$ cat src/rtl/slc_pkg.sv
// ----------------------------------------------------------------------------
// slc_pkg: shared types and constants for the sublist classifier
// Transaction structs, action and relation codes, controller states, and the
// control groups passed from the controller to the cell row.
// ----------------------------------------------------------------------------
package slc_pkg;

  localparam int MAX_LEN    = 64;
  localparam int ELEM_WIDTH = 32;
  localparam int IDX_W      = (MAX_LEN > 1) ? $clog2(MAX_LEN) : 1;
  localparam int LEN_W      = $clog2(MAX_LEN + 1);

  typedef enum logic [1:0] {
    ACT_APPEND_FIRST  = 2'd0,
    ACT_APPEND_SECOND = 2'd1,
    ACT_CLASSIFY      = 2'd2
  } action_e;

  typedef enum logic [1:0] {
    REL_EQUAL     = 2'd0,
    REL_SUBLIST   = 2'd1,
    REL_SUPERLIST = 2'd2,
    REL_UNEQUAL   = 2'd3
  } relation_e;

  typedef enum logic [1:0] {
    ST_IDLE,
    ST_SEARCH,
    ST_FINISH,
    ST_DONE
  } state_e;

  typedef struct packed {
    logic [1:0]                   action;
    logic signed [ELEM_WIDTH-1:0] element_value;
  } in_item_t;

  typedef struct packed {
    relation_e relation;
    logic      overflow;
  } out_item_t;

  // Controller to cell row: one shared group
  typedef struct packed {
    logic             first_we;
    logic             second_we;
    logic [IDX_W-1:0] wr_idx;
    logic             shift;
    logic             swap;
    logic             clear;
  } slc_ctrl_t;

  // Per-cell control after write address decode
  typedef struct packed {
    logic load_first;
    logic load_second;
    logic shift;
    logic swap;
    logic clear;
  } cell_ctrl_t;

endpackage

$ cat src/rtl/slc_ctrl.sv
// ----------------------------------------------------------------------------
// slc_ctrl: sequencer for the sublist classifier
// Tracks list lengths and the drop flag, runs the search over the cell row
// and holds the result in an output register.
// ----------------------------------------------------------------------------
module slc_ctrl (
  input  logic                         clk_i,
  input  logic                         rst_ni,
  input  logic                         in_valid_i,
  output logic                         in_stall_o,
  input  logic [1:0]                   action_i,
  input  logic [slc_pkg::MAX_LEN-1:0]  flags_i,
  output slc_pkg::slc_ctrl_t           ctrl_o,
  output logic                         out_valid_o,
  input  logic                         out_stall_i,
  output slc_pkg::out_item_t           out_data_o
);
  import slc_pkg::*;

  state_e           state_q, state_d;
  logic [LEN_W-1:0] first_len_q, first_len_d;
  logic [LEN_W-1:0] second_len_q, second_len_d;
  logic             ovf_q, ovf_d;
  logic [LEN_W-1:0] needle_len_q, needle_len_d;
  logic [LEN_W-1:0] hay_len_q, hay_len_d;
  logic [LEN_W-1:0] cnt_q, cnt_d;
  logic             swap_q, swap_d;
  logic             eq_q, eq_d;
  logic             ovf_lat_q, ovf_lat_d;
  logic             found_q, found_d;
  logic             out_valid_q, out_valid_d;
  out_item_t        out_data_q, out_data_d;
  logic [LEN_W-1:0] last_idx;
  logic             tail_hit;
  relation_e        rel;

  assign last_idx = needle_len_q - LEN_W'(1);
  assign tail_hit = flags_i[last_idx[IDX_W-1:0]];

  // Map the search outcome to a relation code
  always_comb begin
    if (!found_q) begin
      rel = REL_UNEQUAL;
    end else if (eq_q) begin
      rel = REL_EQUAL;
    end else if (swap_q) begin
      rel = REL_SUPERLIST;
    end else begin
      rel = REL_SUBLIST;
    end
  end

  // Next state, counters and row control
  always_comb begin
    state_d      = state_q;
    first_len_d  = first_len_q;
    second_len_d = second_len_q;
    ovf_d        = ovf_q;
    needle_len_d = needle_len_q;
    hay_len_d    = hay_len_q;
    cnt_d        = cnt_q;
    swap_d       = swap_q;
    eq_d         = eq_q;
    ovf_lat_d    = ovf_lat_q;
    found_d      = found_q;
    out_valid_d  = out_valid_q && out_stall_i;
    out_data_d   = out_data_q;
    in_stall_o   = 1'b1;
    ctrl_o       = '0;
    ctrl_o.swap  = swap_q;

    case (state_q)
      ST_IDLE: begin
        in_stall_o = 1'b0;
        if (in_valid_i) begin
          case (action_i)
            ACT_APPEND_FIRST: begin
              if (first_len_q < LEN_W'(MAX_LEN)) begin
                ctrl_o.first_we = 1'b1;
                ctrl_o.wr_idx   = first_len_q[IDX_W-1:0];
                first_len_d     = first_len_q + LEN_W'(1);
              end else begin
                ovf_d = 1'b1;
              end
            end
            ACT_APPEND_SECOND: begin
              if (second_len_q < LEN_W'(MAX_LEN)) begin
                ctrl_o.second_we = 1'b1;
                ctrl_o.wr_idx    = second_len_q[IDX_W-1:0];
                second_len_d     = second_len_q + LEN_W'(1);
              end else begin
                ovf_d = 1'b1;
              end
            end
            ACT_CLASSIFY: begin
              swap_d       = first_len_q > second_len_q;
              eq_d         = first_len_q == second_len_q;
              needle_len_d = swap_d ? second_len_q : first_len_q;
              hay_len_d    = swap_d ? first_len_q : second_len_q;
              ovf_lat_d    = ovf_q;
              first_len_d  = '0;
              second_len_d = '0;
              ovf_d        = 1'b0;
              cnt_d        = '0;
              ctrl_o.clear = 1'b1;
              // An empty needle always occurs
              if (needle_len_d == '0) begin
                found_d = 1'b1;
                state_d = ST_DONE;
              end else begin
                found_d = 1'b0;
                state_d = ST_SEARCH;
              end
            end
            default: begin
            end
          endcase
        end
      end
      ST_SEARCH: begin
        ctrl_o.shift = 1'b1;
        found_d      = found_q || tail_hit;
        cnt_d        = cnt_q + LEN_W'(1);
        if (cnt_q == hay_len_q - LEN_W'(1)) begin
          state_d = ST_FINISH;
        end
      end
      ST_FINISH: begin
        found_d = found_q || tail_hit;
        state_d = ST_DONE;
      end
      ST_DONE: begin
        // Hold until the output register is free
        if (!out_valid_q || !out_stall_i) begin
          out_valid_d         = 1'b1;
          out_data_d.relation = rel;
          out_data_d.overflow = ovf_lat_q;
          state_d             = ST_IDLE;
        end
      end
      default: begin
        state_d = ST_IDLE;
      end
    endcase
  end

  assign out_valid_o = out_valid_q;
  assign out_data_o  = out_data_q;

  always_ff @(posedge clk_i or negedge rst_ni) begin
    if (!rst_ni) begin
      state_q      <= ST_IDLE;
      first_len_q  <= '0;
      second_len_q <= '0;
      ovf_q        <= 1'b0;
      out_valid_q  <= 1'b0;
      cnt_q        <= '0;
      found_q      <= 1'b0;
    end else begin
      state_q      <= state_d;
      first_len_q  <= first_len_d;
      second_len_q <= second_len_d;
      ovf_q        <= ovf_d;
      out_valid_q  <= out_valid_d;
      cnt_q        <= cnt_d;
      found_q      <= found_d;
    end
  end

  always_ff @(posedge clk_i) begin
    needle_len_q <= needle_len_d;
    hay_len_q    <= hay_len_d;
    swap_q       <= swap_d;
    eq_q         <= eq_d;
    ovf_lat_q    <= ovf_lat_d;
    out_data_q   <= out_data_d;
  end

endmodule

$ cat config.mk
export PLATFORM = sky130hd
export DESIGN_NAME = slc_ctrl
export DESIGN_NICKNAME = d
export VERILOG_FILES = /design/src/rtl/slc_pkg.sv /design/src/rtl/slc_ctrl.sv
export SDC_FILE = /design/constraint.sdc
export NUM_CORES = 1
export LEC_CHECK = 0
export BUFFER_PORTS_ARGS = -buffer_cell sky130_fd_sc_hd__buf_2
export CAP_MARGIN = 25
export CORE_ASPECT_RATIO = 0.5
export CORE_MARGIN = 8
export CORE_UTILIZATION = 38
export DETAILED_ROUTE_END_ITERATION = 6
export PLACE_DENSITY = 0.61
export SYNTH_ARGS = -nofsm -noshare
export SYNTH_HDL_FRONTEND = slang
export SYNTH_SLANG_ARGS = --single-unit
$ cat constraint.sdc
create_clock -name clk_i -period 2.6 [get_ports clk_i]
set_input_delay 0 -clock clk_i [delete_from_list [all_inputs] [get_ports clk_i]]
set_output_delay 0 -clock clk_i [all_outputs]
set_load 0.01 [all_outputs]
==> results of run 1 <==
[state kept, by name, summed over array words and instances, names as in the netlist]
signal        flops
cnt_q             7
second_len_q      7
swap_q            1
out_data_o        3
eq_q              1
first_len_q       7
needle_len_q      6
hay_len_q         7
ovf_lat_q         1
out_valid_o       1
ovf_q             1
found_q           1
state_q           2
[stage by stage]
step / utilization, % / power [mW] / hold slack (ps)
3_5_place_dp: 46.0 / 2.72 / 56.3
5_1_grt: 47.9 / 3.59 / 41.5
2_1_floorplan: - / 2.22 / -296
6_report: 47.9 / 3.31 / 31.2
3_3_place_gp: 46.0 / 2.69 / 46.4
4_1_cts: 47.9 / 3.34 / 24.7
[timing repair]
item / CTS / global route
endpoints found under the hold margin: 27 / 0
hold buffers: 2 / 0
setup endpoints to repair: 0 / 0
[routing by layer]
layer	wire [um]	part of all wire, %	global-route usage, %
met2	3870	43	24.5
met5	0	0	0
met4	40	0.45	3.03
met3	672	7.5	3.85
met1	4380	49	20.1
[critical path, cell delays in order (launching register included)]
cell and delay, ps:
edfxtp_1 390, inv_1 90, ha_1 250, xor2_4 240
buf_4 190, mux4_2 490, mux2i_1 180, o2bb2ai_1 140
o21ai_1 90, a21bo_1 190
[layout by cell type, fill, tap and decap left out, drive strengths merged, types with 2 or more instances in the layout]
| master | count |
|---|---|
| buf | 106 |
| nor2 | 36 |
| dfrtp | 26 |
| nand2 | 20 |
| edfxtp | 19 |
| inv | 18 |
| mux4 | 18 |
| ha | 16 |
| xor2 | 14 |
| xnor2 | 13 |
| o21ai | 13 |
| mux2 | 11 |
| nand3 | 10 |
| a21oi | 9 |
| a31oi | 7 |
| a22oi | 6 |
| clkbuf | 6 |
| nand4 | 5 |
| mux2i | 5 |
| and4 | 5 |
| nor3 | 4 |
| nor2b | 3 |
| nor3b | 3 |
| and3 | 2 |
| nand3b | 2 |
| a21o | 2 |
| o41ai | 2 |
| nand2b | 2 |
| o31ai | 2 |
| o2bb2ai | 2 |
| clkinv | 2 |
| dlygate4sd3 | 2 |
| or4 | 2 |
| o211ai | 2 |
[cell families after synthesis]
kind of cell | Yosys count | share of synthesized area, %
AOI/OAI and AO/OA | 53 | 10.9
xor gates and xnor gates | 27 | 7.80
adders and majority gates | 16 | 6.11
buffers and inverters | 32 | 4.51
DFF | 45 | 37.3
muxes | 34 | 18.7
and+or+nand+nor | 97 | 14.7
[worst paths after layout]
kind / endpoint / cells past startpoint
setup / recovery: found_q / 9
hold / removal: ovf_q / 2
setup reg to reg: found_q / 9
hold reg to reg: out_data_o[0] / 0
max in group asynchronous: second_len_q[1] / 2
min in group asynchronous: cnt_q[2] / 2
[where the power goes]
| part | switching [mW] | total (mW) | internal [mW] |
|---|---|---|---|
| clock network | 0.247 | 0.600 | 0.353 |
| registers | 0.149 | 1.09 | 0.944 |
| logic | 0.876 | 1.62 | 0.741 |
[cell type report]
| type | instances | area (um2) | share of cell area (%) |
|---|---|---|---|
| clock buffer | 6 | 129 | 3.16 |
| clock inverter | 2 | 10.0 | 0.245 |
| inverter | 18 | 67.6 | 1.65 |
| multi-input combinational | 227 | 1910 | 46.7 |
| sequential | 45 | 1220 | 29.9 |
| tap | 117 | 146 | 3.59 |
| timing repair buffer | 108 | 603 | 14.8 |
==> flow_summary.yaml, run 1 <==
floorplan:
  coreArea_um2: 8530
  fp.dieH_um: 81.6
  io_pins: 86
  fp.dieW_um: 147
  start_util_pct: 38.4
  die-area_um2: 12000
  num_rows: 24
logic_synthesis:
  synth.top_cell.area_share_pct: 19.9
  synth_seq_cells: 45
  ys_seq_area_share_pct: 37.3
  synth_edf_count: 19
  ys_top_cells_by_area: "dfrtp_1 (20%), edfxtp_1 (17%), mux4_1 (7.2%), mux4_2 (6.2%), ha_1 (6.1%)"
  synth_warnings: 0
  synth.avg_cell_area_um2: 10.8
  synthTopCellsByCount: "nor2_1 (36), dfrtp_1 (26), nand2_1 (20), edfxtp_1 (19), inv_1 (18)"
  syn_area_um2: 3270
  ys_async_sr_fraction_pct: 57.8
  ys_types: 54
  synth_nets: 390
  syn_inst: 304
  dominantRegCellSynth: "dfrtp_1"
  yosysMostFrequentCell: "nor2_1"
  yosysTopAreaCell: "dfrtp_1"
placed_design:
  dpl.cell_count: 513
  place_hpwl_mm: 7.25
  placed_cell_area_um2: 3920
  gp_congestion: 0.809
  io_buffer_count: 85
  pre_cts_ws_ps: 228
cts:
  cts-htree-levels: 2
  cts_num_sinks: 45
  clockBufferDepth: 2
  clkTransAtPathRegs_ps: 60
  cts_tree: "built"
  cts_made_buffers: 5
  post_cts_buffers: 0
  clockRootBuffer: "clkbuf_16"
  cts_resized: 0
  clk_latency_ps: 280
layout:
  final_nets: 491
  fillers: 819
  fin_area_um2: 4080
  drive_gt1_share_pct: 34.2
  area_growth_pct: 24.7
  final_cells: 523
  diodes: 0
sta:
  setup_tns_ps: 0
  post-route-period-util_pct: 90.2
  worst_slew_pin_slew_ps: 608
  rsz0062_at_grt: "false"
  skew_ps: 8.42
  fmax_ghz: 0.426
  max_slew_margin_pct: 59.5
  final_max_slew_viol_count: 0
  hold_viol_final: 0
  fin_ws_ps: 255
  period_needed_ps: 2350
  setup_viol: 0
global_route:
  grt_pass1_vias: 2688
  grt_first_pass_wirelength_mm: 14.5
  grt_max_degree: 29
  antenna_found_initial: 0
  overflow: 0
  track_usage_pct: 15.0
critical_path:
  endpoint_kind: "flip-flop"
  criticalPathCategory: "flip-flop to flip-flop"
  start_kind: "flip-flop"
  r2r_slack_ps: 250
  arrival_ps: 2520
  cp_max_fo: 4
  timing.rr.start: "needle_len_q[0]"
  worstPathRequired_ps: 2770
  crit_path_start: "needle_len_q[0]"
route:
  first_pass_iters: 4
  initialDrtViolationCount: 188
  routed_via_density: 5.21
  wl_per_cell_um: 17.1
  ant_nets: 0
  vias: 2727
  wirelength_mm: 8.96
  drt_drc_violations_left: 0
run_status:
  status: "finished, final reports clean"
power:
  powerDensity_nw_per_um2: 811
  ir_drop_uv: 379
  leakage_nw: 1.89
worst_hold_path:
  worstHoldStart: "action_i[0]"
  worst_hold_path_type: "input pin to flip-flop"
flow_run:
  cap_violations: 0
Power figures use the tool's default switching activity.
==> run 2: changes to the inputs <==
Settings changed: CORE_MARGIN 8 to 2.
==> flow_summary.yaml, run 2 (synthesis gave the netlist of run 1 again) <==
run_status:
  status: "finished, final reports clean"
power:
  leakage_nw: 1.87
  ir_drop_uv: 369
  powerDensity_nw_per_um2: 810
  power_mw: 3.28
cts:
  clk_latency_ps: 280
  clkTransAtPathRegs_ps: 60
  cts-htree-levels: 2
  clockRootBuffer: "clkbuf_16"
  cts_made_buffers: 5
  clockBufferDepth: 2
  cts_num_sinks: 45
  cts_resized: 0
  cts_tree: "built"
critical_path:
  rr_endpoint: "found_q"
  arrival_ps: 2600
  r2r_slack_ps: 170
  criticalPathCategory: "flip-flop to flip-flop"
  crit_path_start: "needle_len_q[0]"
  start_kind: "flip-flop"
  endpoint: "found_q"
  worstPathRequired_ps: 2770
  timing.rr.start: "needle_len_q[0]"
  endpoint_kind: "flip-flop"
  cp_max_fo: 7
  reg2regPathDepth: 9
route:
  ant_nets: 0
  vias: 2740
  drt_drc_violations_left: 0
  initialDrtViolationCount: 232
  wirelength_mm: 8.27
  wl_per_cell_um: 16.1
  routed_via_density: 5.32
  first_pass_iters: 4
floorplan:
  start_util_pct: 40.1
  coreArea_um2: 8170
  fp.dieW_um: 135
  die-area_um2: 9420
  fp.dieH_um: 69.6
  io_pins: 86
  num_rows: 23
layout:
  final_nets: 488
  final_cells: 515
  fin_area_um2: 4050
  diodes: 0
  final_common_cell: "buf_2"
  final_cell_mix: "buf_2 (85), nor2_1 (36), dfrtp_1 (26), nand2_1 (20), edfxtp_1 (19)"
  drive_gt1_share_pct: 33.5
  area_growth_pct: 23.8
sta:
  skew_ps: 9.23
  setup_viol: 0
  period_needed_ps: 2430
  setup_tns_ps: 0
  hold_viol_final: 0
  final_max_slew_viol_count: 0
  fmax_ghz: 0.412
  rsz0062_at_grt: "false"
  worst_slew_pin_slew_ps: 627
  max_slew_margin_pct: 58.2
  post-route-period-util_pct: 93.5
global_route:
  track_usage_pct: 17.7
  grt_pass1_vias: 2803
  overflow: 0
  grt_max_degree: 29
  antenna_found_initial: 0
  grt_first_pass_wirelength_mm: 13.2
placed_design:
  gp_congestion: 0.847
  io_buffer_count: 85
  place_hpwl_mm: 6.47
  placed_cell_area_um2: 3890
  dpl.cell_count: 505
flow_run:
  cap_violations: 0
worst_hold_path:
  worst_hold_path_type: "input pin to flip-flop"
-- run 2: where the power goes --
part / leakage (nW) / switching (mW) / internal (mW) / total (mW)
clock: 0.0684 / 0.253 / 0.358 / 0.610
sequential: 0.519 / 0.154 / 0.944 / 1.10
combinational: 1.28 / 0.856 / 0.721 / 1.58
total: 1.87 / 1.26 / 2.02 / 3.28
-- run 2: worst min-delay path by stage --
| stage | from | endpoint | slack, ps | cells past startpoint |
|---|---|---|---|---|
| finish | action_i[0] | ovf_q | 30 | 2 |
| global route | action_i[0] | ovf_q | 60 | 2 |
| CTS | action_i[0] | ovf_q | 30 | 2 |
| detailed placement | rst_ni | second_len_q[3] | 60 | 1 |
| global placement | rst_ni | second_len_q[1] | 50 | 1 |
| floorplan | rst_ni | cnt_q[0] | -300 | 0 |
-- run 2: timing repair --
item	CTS	global route
hold buffers	2	0
setup buffers	0	0
hold endpoints to repair	27	0
-- run 2: layout make-up --
cell class / instances / area, um2
multi-input combinational: 227 / 1910
inverter: 18 / 67.6
timing repair buffer: 105 / 581
clock buffer: 7 / 133
clock inverter: 1 / 6.26
fill: 776 / 4120
sequential: 45 / 1220
tap: 112 / 140
-- run 2: per-layer routing --
layer  vias to the layer above  part of all wire (%)  global-route usage, %
li1                       1329                     -                      -
met1                      1318                    46                   23.4
met2                        89                    45                   30.5
met3                         4                   8.2                   3.80
met4                         0                  0.64                   3.13
met5                         -                     0                      0
-- run 2: worst max-delay path, stage by stage, from the launching register on --
cell	delay, ps
edfxtp_1	380
inv_1	100
ha_1	260
xor2_4	340
buf_4	200
mux4_2	490
mux2i_1	140
o2bb2ai_1	140
o21ai_1	80
a21bo_1	190
-- run 2: per-stage QoR --
stage               utilization (%)  setup WS (ps)  hold WS [ps]
global placement               47.7            216          49.8
CTS                            49.6            148          29.9
global route                   49.6           41.8          56.3
finish                         49.6            170          29.4
detailed placement             47.7            161          55.2
floorplan                         -           21.0          -296
