--- src/rtl/slc_pkg.sv ---
// ----------------------------------------------------------------------------
// slc_pkg: shared types and constants for the sublist classifier
// Transaction structs, action and relation codes, controller states, and the
// control groups passed from the controller to the cell row.
// ----------------------------------------------------------------------------
package slc_pkg;

  localparam int MAX_LEN    = 64;
  localparam int ELEM_WIDTH = 32;
  localparam int IDX_W      = (MAX_LEN > 1) ? $clog2(MAX_LEN) : 1;
  localparam int LEN_W      = $clog2(MAX_LEN + 1);

  typedef enum logic [1:0] {
    ACT_APPEND_FIRST  = 2'd0,
    ACT_APPEND_SECOND = 2'd1,
    ACT_CLASSIFY      = 2'd2
  } action_e;

  typedef enum logic [1:0] {
    REL_EQUAL     = 2'd0,
    REL_SUBLIST   = 2'd1,
    REL_SUPERLIST = 2'd2,
    REL_UNEQUAL   = 2'd3
  } relation_e;

  typedef enum logic [1:0] {
    ST_IDLE,
    ST_SEARCH,
    ST_FINISH,
    ST_DONE
  } state_e;

  typedef struct packed {
    logic [1:0]                   action;
    logic signed [ELEM_WIDTH-1:0] element_value;
  } in_item_t;

  typedef struct packed {
    relation_e relation;
    logic      overflow;
  } out_item_t;

  // Controller to cell row: one shared group
  typedef struct packed {
    logic             first_we;
    logic             second_we;
    logic [IDX_W-1:0] wr_idx;
    logic             shift;
    logic             swap;
    logic             clear;
  } slc_ctrl_t;

  // Per-cell control after write address decode
  typedef struct packed {
    logic load_first;
    logic load_second;
    logic shift;
    logic swap;
    logic clear;
  } cell_ctrl_t;

endpackage

--- src/rtl/slc_cell.sv ---
// ----------------------------------------------------------------------------
// slc_cell: one position of the comparison row
// Holds one element of each list. During a search the haystack column shifts
// toward cell zero while a match flag ripples one cell per cycle the other way.
// ----------------------------------------------------------------------------
module slc_cell (
  input  logic                            clk_i,
  input  logic                            rst_ni,
  input  slc_pkg::cell_ctrl_t             ctrl_i,
  input  logic [slc_pkg::ELEM_WIDTH-1:0]  value_i,
  input  logic [slc_pkg::ELEM_WIDTH-1:0]  hay_next_i,
  input  logic [slc_pkg::ELEM_WIDTH-1:0]  hay_bcast_i,
  input  logic                            flag_i,
  output logic [slc_pkg::ELEM_WIDTH-1:0]  hay_o,
  output logic                            flag_o
);
  import slc_pkg::*;

  logic [ELEM_WIDTH-1:0] first_q, first_d;
  logic [ELEM_WIDTH-1:0] second_q, second_d;
  logic                  flag_q, flag_d;
  logic [ELEM_WIDTH-1:0] needle;

  // Pick needle and haystack roles
  assign needle = ctrl_i.swap ? second_q : first_q;
  assign hay_o  = ctrl_i.swap ? first_q : second_q;
  assign flag_o = flag_q;

  // Load appends, shift the haystack column
  always_comb begin
    first_d  = first_q;
    second_d = second_q;
    if (ctrl_i.load_first) begin
      first_d = value_i;
    end
    if (ctrl_i.load_second) begin
      second_d = value_i;
    end
    if (ctrl_i.shift) begin
      if (ctrl_i.swap) begin
        first_d = hay_next_i;
      end else begin
        second_d = hay_next_i;
      end
    end
  end

  // Advance the partial match flag
  always_comb begin
    flag_d = flag_q;
    if (ctrl_i.clear) begin
      flag_d = 1'b0;
    end else if (ctrl_i.shift) begin
      flag_d = flag_i && (hay_bcast_i == needle);
    end
  end

  always_ff @(posedge clk_i) begin
    first_q  <= first_d;
    second_q <= second_d;
  end

  always_ff @(posedge clk_i or negedge rst_ni) begin
    if (!rst_ni) begin
      flag_q <= 1'b0;
    end else begin
      flag_q <= flag_d;
    end
  end

endmodule

--- config.mk ---
export PLATFORM = sky130hd
export DESIGN_NAME = slc_cell
export DESIGN_NICKNAME = d
export VERILOG_FILES = /design/src/rtl/slc_pkg.sv /design/src/rtl/slc_cell.sv
export SDC_FILE = /design/constraint.sdc
export NUM_CORES = 1
export LEC_CHECK = 0
export BUFFER_PORTS_ARGS = -buffer_cell sky130_fd_sc_hd__buf_2
export CAP_MARGIN = 20
export CORE_ASPECT_RATIO = 2
export CORE_MARGIN = 4
export CORE_UTILIZATION = 45
export CTS_CLUSTER_DIAMETER = 200
export DETAILED_ROUTE_END_ITERATION = 6
export PLACE_DENSITY_LB_ADDON = 0.3
export SLEW_MARGIN = 40
export SYNTH_ARGS = -nofsm -noshare
export SYNTH_HDL_FRONTEND = slang
export SYNTH_SLANG_ARGS = --single-unit
--- constraint.sdc ---
create_clock -name clk_i -period 1.4 [get_ports clk_i]
set_input_delay 0.28 -clock clk_i [delete_from_list [all_inputs] [get_ports clk_i]]
set_output_delay 0.28 -clock clk_i [all_outputs]
set_load 0.05 [all_outputs]
==> impl_metrics.ini, run 1 <==
[outcome]
status = finished, violations left
failed_checks = negative setup slack

[die]
row_count = 46
coreArea_sq_um = 8000
dieArea_sq_um = 9860
die_h_um = 136
ios = 137
die_x_um = 72.2
start_util_pct = 46.4

[synthesis]
ys_seq_area_share_pct = 35.2
synth_top_family_by_area = multiplexers
synthSimpleGateAreaFrac_pct = 9.03
syn-num-nets = 504
synth_warnings = 0
synth.distinct_cells = 19
synth_top_area_cell = dfxtp_1
synth_fa_ha_area_share_pct = 0
netlist_top_cells_area = dfxtp_1 35%, mux2i_1 26%, mux2_2 9.7%
synth-seq-cells = 65
synth_area_sq_um = 3710
synthCells = 400
synth-xor-area-share_pct = 7.55
syn_avg_cell_area_sq_um = 9.28
synth_compound_area_share_pct = 8.76
synth_top_area_share_pct = 34.5
synth_mux_area_share_pct = 35.6

[global_routing]
grt_pass1_vias = 3677
grt.overflow.total = 0
grt_pass1_wl_um = 17300
grt_max_degree = 47
grtUsageTotal_pct = 23.2
antenna_found_initial = 1

[sta]
skew_ns = 0.00311
worst_slew_margin_rel_pct = 78.6
setup-violations-final = 24
hold_ws_ns = 0.163
worstMarginPinSlew_ns = 0.319
grt_setup_unrepaired = true
fin_crit_sh_pct = 109
finalWorstSetupSlack_ns = -0.130
timing.fmax_ghz = 0.654
post-route-min-period_ns = 1.53
maxSlewViolCount = 0
hold_violations = 0

[routing]
viasPerCell = 5.35
vias = 3506
drtPass1Iterations = 6
wl_um = 11500
wl_per_cell_um = 17.5
ant_nets = 0
drc = 0
drt_iter0_markers = 153

[worst_setup_path]
r2r_cells = 6
cpPeakStageDelay_ns = 0.31
critical_path.cell_chain = buf_12 > buf_12 > buf_4 > buf_6 > mux2_4 > buf_8
critical_path.most_common_cell = buf_12
critPathLaunchType = input pin
cp-end-kind = output pin
reg2reg_from = first_q[16]$_DFF_P_
path_max_fanout = 8
crit_required_ns = 1.12
reg2reg_slack_ns = -0.04
critPathKind = in -> out
cp.arrival_ns = 1.25
r2r_end = flag_o$_DFFE_PN0P_
path_buf_inv = 5
cpLargestDelayFamily = buffers and inverters
critical_path.slowest_cell = mux2_4

[clock_tree]
clk_pin_slew_worst_paths_ns = 0.05
cts_max_level = 3
clockBufferDepth = 2
cts_root_buf = clkbuf_16
cts_sinks = 65
clock_latency_ns = 0.33
cts_made_buffers = 9
cts_tree = built

[place]
pre_cts_ws_ns = -0.596
place.port_buffers = 136
gp_congestion = 0.855
post-dp-hpwl_um = 8470
placed_area_sq_um = 4780

[power]
power_per_cell_area_nw_per_um2 = 1180
irDropWorstVdd_mv = 0.826
cellLeakagePower_nw = 2.63

[cells_and_area]
finalInstanceArea_sq_um = 5460
area_growth_pct = 47.1
layout-drive-gt1-share_pct = 41.0
nNetsFinal = 658

[run]
maxCapViolCount = 0

[worst_hold_path]
hold_path_end = first_q[17]$_DFF_P_
hp-class = in -> reg
hold_depth = 3
hold_start = hay_next_i[17]
==> routing by layer <==
layer / global-route usage, % / part of all wire (%) / wire [um] / up-vias
met1: 22.4 / 35 / 4040 / 1628
met5: 0 / 0 / 0 / -
met2: 41.9 / 54 / 6200 / 130
met4: 17.1 / 5.6 / 640 / 0
li1: - / - / - / 1709
met3: 4.52 / 5.4 / 623 / 39
==> cell usage in the layout (no fill, tap or decap), types with 2 or more instances in the layout <==
cell	count
buf_2	103
mux2i_1	92
nand2_1	66
o21ai_0	64
dfxtp_1	58
mux2_4	31
buf_6	31
buf_4	22
xor2_1	16
xnor2_1	15
clkbuf_16	9
buf_12	8
dfxtp_2	6
buf_8	6
nand4_1	4
clkbuf_1	4
mux2i_2	3
nor4_1	2
nor3_1	2
nand3_1	2
clkbuf_8	2
==> cells by family after synthesis <==
group	Yosys count
flops	65
compound gates	65
simple gates	81
buf+inv	29
xor+xnor	32
mux	128
==> area by class of cell <==
cell class / count / area, sq um
fill: 667 / 2540
timing repair buffer: 172 / 1320
multi-input combinational: 306 / 2430
antenna: 1 / 2.50
tap: 96 / 120
sequential: 65 / 1310
clock buffer: 15 / 268
==> sequential cells by signal, indices dropped and copies added (netlist names) <==
signal / flops
flag_o: 1
first_q: 32
second_q: 32
==> per-stage QoR <==
stage / util [%] / power, W / setup TNS [ns] / std cells
floorplan: - / 0.00360 / -0.902 / 400
global placement: 59.7 / 0.00412 / -5.40 / 630
detailed placement: 59.7 / 0.00416 / -6.84 / 630
CTS: 67.2 / 0.00646 / -0.643 / 651
global route: 68.3 / 0.00672 / -1.54 / 655
finish: 68.3 / 0.00647 / -1.09 / 655
==> worst max-delay path by stage <==
stage                         start            endpoint  cells after the start
4_1_cts         first_q[18]$_DFF_P_  flag_o$_DFFE_PN0P_                      6
2_1_floorplan             ctrl_i[1]  flag_o$_DFFE_PN0P_                      8
3_3_place_gp              ctrl_i[1]  flag_o$_DFFE_PN0P_                      9
6_report                  ctrl_i[1]            hay_o[6]                      6
5_1_grt        second_q[17]$_DFF_P_  flag_o$_DFFE_PN0P_                      6
3_5_place_dp              ctrl_i[1]  flag_o$_DFFE_PN0P_                      9
==> power breakdown <==
part | internal [W] | switching [W] | leakage (nW)
registers | 0.00209 | 0.000194 | 0.554
logic | 0.00102 | 0.00113 | 1.95
clock network | 0.00129 | 0.000744 | 0.130
total | 0.00439 | 0.00207 | 2.63
==> Yosys cell counts, drive strengths merged <==
cell	instances
buf	13
o21ai	65
mux2i	96
and2	1
nand4	4
dfxtp	64
clkbuf	16
nand2	66
nand3	2
and2b	1
mux2	32
dfrtp	1
nor4	4
xor2	16
nor3	2
nor2	1
xnor2	16
==> timing repair <==
action,4_1_cts,5_1_grt
gates cloned,1,0
hold buffers,1,0
pin swaps,9,6
resized for setup,78,17
endpoints found under the hold margin,1,0
buffers inserted,7,3
setup endpoints to repair,33,27
==> worst min-delay path: cells and delay by family <==
family / cells / cell delay (ns)
AOI/OAI and AO/OA: 1 / 0.05
buffers and inverters: 1 / 0.09
and+or+nand+nor: 1 / 0.04
Note: power is estimated with default switching activity, not from simulation.
==> run 2: changes to the inputs <==
Settings changed: REMOVE_ABC_BUFFERS set to 1.
==> run 2 against run 1 <==
Compared with the run above:
- the run still ends with negative setup slack left
- largest cell class unchanged
- sequential power about the same
- wire length about the same
- clock skew up 0.0025 ns
- final area up 5.0%
- maximum frequency down 0.66%
- die area unchanged
- worst setup slack worse by 0.010 ns
==> impl_metrics.ini, run 2 (same netlist as run 1, synthesis figures left out) <==
[global_routing]
grt_max_degree = 37
grt_pass1_wl_um = 17600
grt_pass1_vias = 3756
grt.overflow.total = 0
grtUsageTotal_pct = 22.9
antenna_found_initial = 0

[routing]
wl_per_cell_um = 17.1
wl_um = 11500
drc = 0
ant_nets = 0
vias = 3572
viasPerCell = 5.32
drtPass1Iterations = 4
drt_iter0_markers = 100

[worst_setup_path]
crit_required_ns = 1.12
cp.arrival_ns = 1.26
path_max_fanout = 6
cpPeakStageDelay_ns = 0.31
critical_path.slowest_cell = mux2_4
r2r_end = flag_o$_DFFE_PN0P_
reg2reg_from = second_q[14]$_DFF_P_
critical_path.cell_chain = buf_12 > buf_12 > buf_4 > buf_16 > mux2_4 > buf_8
r2r_cells = 6
critPathKind = in -> out
critPathLaunchType = input pin
cp-end-kind = output pin
reg2reg_slack_ns = -0.03
critical_path.most_common_cell = buf_12

[sta]
grt_setup_unrepaired = true
fin_crit_sh_pct = 110
fin_setup_tns_ns = -1.83
worstMarginPinSlew_ns = 0.275
hold_violations = 0
finalWorstSetupSlack_ns = -0.140
worst_slew_margin_rel_pct = 81.5
setup-violations-final = 25
maxSlewViolCount = 0
timing.fmax_ghz = 0.649
post-route-min-period_ns = 1.54
skew_ns = 0.00564

[cells_and_area]
diodes = 0
finalInstanceArea_sq_um = 5740
nNetsFinal = 674
layout-drive-gt1-share_pct = 43.3
layout_commonest_cell = buf_2
final_cell_mix = 103 x buf_2, 93 x mux2i_1, 66 x nand2_1, 64 x o21ai_0, 54 x dfxtp_1
stdcell_count = 671
area_growth_pct = 54.5

[outcome]
status = finished, violations left
failed_checks = negative setup slack

[die]
ios = 137
dieArea_sq_um = 9860
coreArea_sq_um = 8000
start_util_pct = 46.4
row_count = 46
die_h_um = 136
die_x_um = 72.2

[power]
cellLeakagePower_nw = 2.73
irDropWorstVdd_mv = 0.882
power_per_cell_area_nw_per_um2 = 1200

[clock_tree]
cts_sinks = 65
clockBufferDepth = 2
cts_made_buffers = 9
clock_latency_ns = 0.32
cts_max_level = 3
cts_tree = built
cts_root_buf = clkbuf_16
clk_pin_slew_worst_paths_ns = 0.05

[run]
maxCapViolCount = 0

[worst_hold_path]
hold_start = hay_next_i[27]
hp-class = in -> reg
hold_depth = 3
hold_path_end = first_q[27]$_DFF_P_

[place]
placed_area_sq_um = 4750
post-place-cells = 633
post-dp-hpwl_um = 7700
gp_congestion = 0.844
place.port_buffers = 136
[run 2: cell types whose count changed in the layout (fill, tap and decap cells not counted), sizes merged]
cell | previous run | this run
buf | 170 | 184
clkinv | 0 | 1
bufinv | 0 | 2
diode | 1 | 0
[run 2: how the worst max path moves through the flow]
stage,start,end,slack (ns),cells after the start
2_1_floorplan,ctrl_i[1],second_q[0]$_DFF_P_,-0.23,2
3_3_place_gp,ctrl_i[1],flag_o$_DFFE_PN0P_,-0.49,9
3_5_place_dp,ctrl_i[1],flag_o$_DFFE_PN0P_,-0.53,9
4_1_cts,ctrl_i[1],hay_o[24],-0.12,6
5_1_grt,ctrl_i[1],flag_o$_DFFE_PN0P_,-0.18,9
6_report,ctrl_i[1],hay_o[1],-0.14,6
[run 2: per-layer routing]
metal	vias up	wire length (um)	track usage, %
met3	30	590	5.55
met4	0	386	8.68
met5	-	0	0
met2	117	6410	43.2
met1	1679	4110	23.4
li1	1746	-	-
[run 2: per-stage QoR]
stage / hold slack [ns] / worst slack, ns / utilization [%] / total power, W
2_1_floorplan: -0.0156 / -0.227 / - / 0.00339
3_5_place_dp: 0.0575 / -0.527 / 59.4 / 0.00410
3_3_place_gp: 0.0566 / -0.487 / 59.4 / 0.00405
4_1_cts: 0.159 / -0.123 / 69.0 / 0.00676
6_report: 0.169 / -0.140 / 71.7 / 0.00687
5_1_grt: 0.175 / -0.177 / 71.7 / 0.00716
[run 2: critical path, delay by kind of cell]
kind | cells | cell delay [ns]
buf+inv | 5 | 0.65
mux | 1 | 0.31
[run 2: what timing repair did]
action | in CTS | in global routing
hold buffers | 1 | 0
endpoints found under the setup margin | 33 | 33
resized for setup | 90 | 41
pin swaps | 0 | 7
setup buffers | 13 | 4
hold endpoints to repair | 1 | 0
cloned | 2 | 2
[run 2: where the power goes]
group	switching, W	leakage (nW)	internal, W
clock	0.000762	0.148	0.00156
sequential	0.000178	0.554	0.00209
combinational	0.00116	2.03	0.00112
[run 2: final cells by class]
cell class	count	area [sq um]
clock buffer	13	240
sequential	65	1320
tap	96	120
multi-input combinational	306	2370
timing repair buffer	188	1620
fill	562	2260
clock inverter	3	65.1
==> run 3: changes to the inputs <==
Settings changed: CORE_MARGIN 4 to 5.
==> run 3 against run 2 <==
Compared with the run above:
- global-route usage is 1.0 points lower
- highest routed layer unchanged
- utilization is 4.0 points lower
- critical path type is now reg -> reg
- maximum frequency rose by 3.9%
- final cell count shrank 3.3%
- non-clock buffer count shrank 24
- the run still ends with negative setup slack left
- register-to-register slack lost 0.05 ns
- total power down 2.4%
- clock power shrank 3%
==> impl_metrics.ini, run 3 (same netlist as run 1, synthesis figures left out) <==
[die]
start_util_pct = 45.4
coreArea_sq_um = 8170
dieArea_sq_um = 10300
row_count = 47
die_h_um = 138
ios = 137
die_x_um = 74.2

[global_routing]
grt_pass1_wl_um = 17200
grtUsageTotal_pct = 21.9
antenna_found_initial = 0
grt_pass1_vias = 3636
grt.overflow.total = 0
grt_max_degree = 33

[routing]
dr.max_layer_used = met4
viasPerCell = 5.35
vias = 3470
wl_per_cell_um = 17.7
drc = 0
drt_iter0_markers = 199
drtPass1Iterations = 7
ant_nets = 0
met3WireLength_um = 601
route.met2.wl_um = 6410
wl_um = 11500
wl_met1_um = 4040

[cells_and_area]
layout-drive-gt1-share_pct = 41.7
diodes = 0
final_cell_mix = 103 x buf_2, 93 x mux2i_1, 66 x nand2_1, 64 x o21ai_0, 52 x dfxtp_1
area_growth_pct = 49.1
fill_cells = 635
layout_commonest_cell = buf_2
nNetsFinal = 650
stdcell_count = 649

[worst_setup_path]
critical_path.cell_chain = mux2i_1 > xor2_1 > nand4_1 > nor4_2 > nand3_1 > o21ai_1
reg2reg_from = second_q[11]$_DFF_P_
r2r_cells = 6
cpLargestDelayFamily = simple AND/OR/NAND/NOR gates
critical_path.slowest_cell = dfxtp_1
cpPeakStageDelay_ns = 0.32
critPathLaunchType = flip-flop
cp.arrival_ns = 1.74
path_max_fanout = 3
critPathKind = reg -> reg
path_buf_inv = 0
crit_required_ns = 1.66
reg2reg_slack_ns = -0.08
r2r_end = flag_o$_DFFE_PN0P_
cp-end-kind = flip-flop

[sta]
timing.fmax_ghz = 0.675
hold_violations = 0
fin_setup_tns_ns = -0.801
maxSlewViolCount = 0
worstMarginPinSlew_ns = 0.314
fin_crit_sh_pct = 106
setup-violations-final = 19
skew_ns = 0.00555
finalWorstSetupSlack_ns = -0.0814
worst_slew_margin_rel_pct = 78.9
post-route-min-period_ns = 1.48
grt_setup_unrepaired = true

[outcome]
status = finished, violations left
failed_checks = negative setup slack

[clock_tree]
cts_max_level = 3
clock_latency_ns = 0.33
cts_sinks = 65
cts_tree = built
cts_root_buf = clkbuf_16
clk_pin_slew_worst_paths_ns = 0.06
clockBufferDepth = 2
cts_made_buffers = 9

[place]
gp_congestion = 0.874
place.port_buffers = 136
post-place-cells = 628
post-dp-hpwl_um = 7870
pre_cts_ws_ns = -0.543

[power]
cellLeakagePower_nw = 2.63
irDropWorstVdd_mv = 0.992
power_per_cell_area_nw_per_um2 = 1210

[worst_hold_path]
hp-class = in -> reg
hold_path_end = first_q[23]$_DFF_P_
hold_depth = 3
hold_start = hay_next_i[23]

[run]
maxCapViolCount = 0
-- run 3: stage by stage --
step                total power, W  instance area, sq um  util [%]  hold WS [ns]
CTS                        0.00668                  5430      66.4         0.145
detailed placement         0.00407                  4690      57.3        0.0573
global placement           0.00403                  4690      57.3        0.0570
floorplan                  0.00339                  3570         -       -0.0156
global route               0.00696                  5540      67.7         0.156
finish                     0.00670                  5540      67.7         0.161
-- run 3: timing repair --
action	in CTS	in global routing
gates cloned	2	2
hold buffers	1	0
gates resized for setup	121	13
hold endpoints to repair	1	0
buffers inserted	1	3
pin swaps	7	3
setup endpoints to repair	33	28
-- run 3: how the worst max path moves through the flow --
stage,from,end,slack (ns),cells after the start
4_1_cts,second_q[26]$_DFF_P_,flag_o$_DFFE_PN0P_,-0.08,6
2_1_floorplan,ctrl_i[1],second_q[0]$_DFF_P_,-0.23,2
3_5_place_dp,ctrl_i[1],flag_o$_DFFE_PN0P_,-0.54,8
3_3_place_gp,ctrl_i[1],flag_o$_DFFE_PN0P_,-0.48,8
5_1_grt,second_q[11]$_DFF_P_,flag_o$_DFFE_PN0P_,-0.17,6
6_report,second_q[11]$_DFF_P_,flag_o$_DFFE_PN0P_,-0.08,6
-- run 3: layer usage --
metal | vias to the layer above | global-route usage (%)
met5 | - | 0
li1 | 1690 | -
met1 | 1628 | 22.1
met2 | 126 | 40.2
met3 | 26 | 4.65
met4 | 0 | 11.0
-- run 3: cell type report --
class                      count  area (sq um)  share of cell area (%)
clock inverter                 6          57.6                    1.04
clock buffer                  10           239                    4.32
timing repair buffer         164          1420                    25.7
tap                           98           123                    2.21
multi-input combinational    306          2370                    42.9
sequential                    65          1320                    23.9
-- run 3: worst reg2reg max path, stage by stage, from the launching register on --
cell     delay [ns]
dfxtp_1        0.32
mux2i_1        0.17
xor2_1         0.18
nand4_1        0.19
nor4_2         0.32
nand3_1        0.11
o21ai_1        0.12
-- run 3: power breakdown --
group          switching (W)  internal, W  leakage, nW  total, W
Clock               0.000836      0.00141        0.148   0.00225
Combinational        0.00113      0.00104         1.93   0.00218
Sequential          0.000185      0.00209        0.554   0.00228
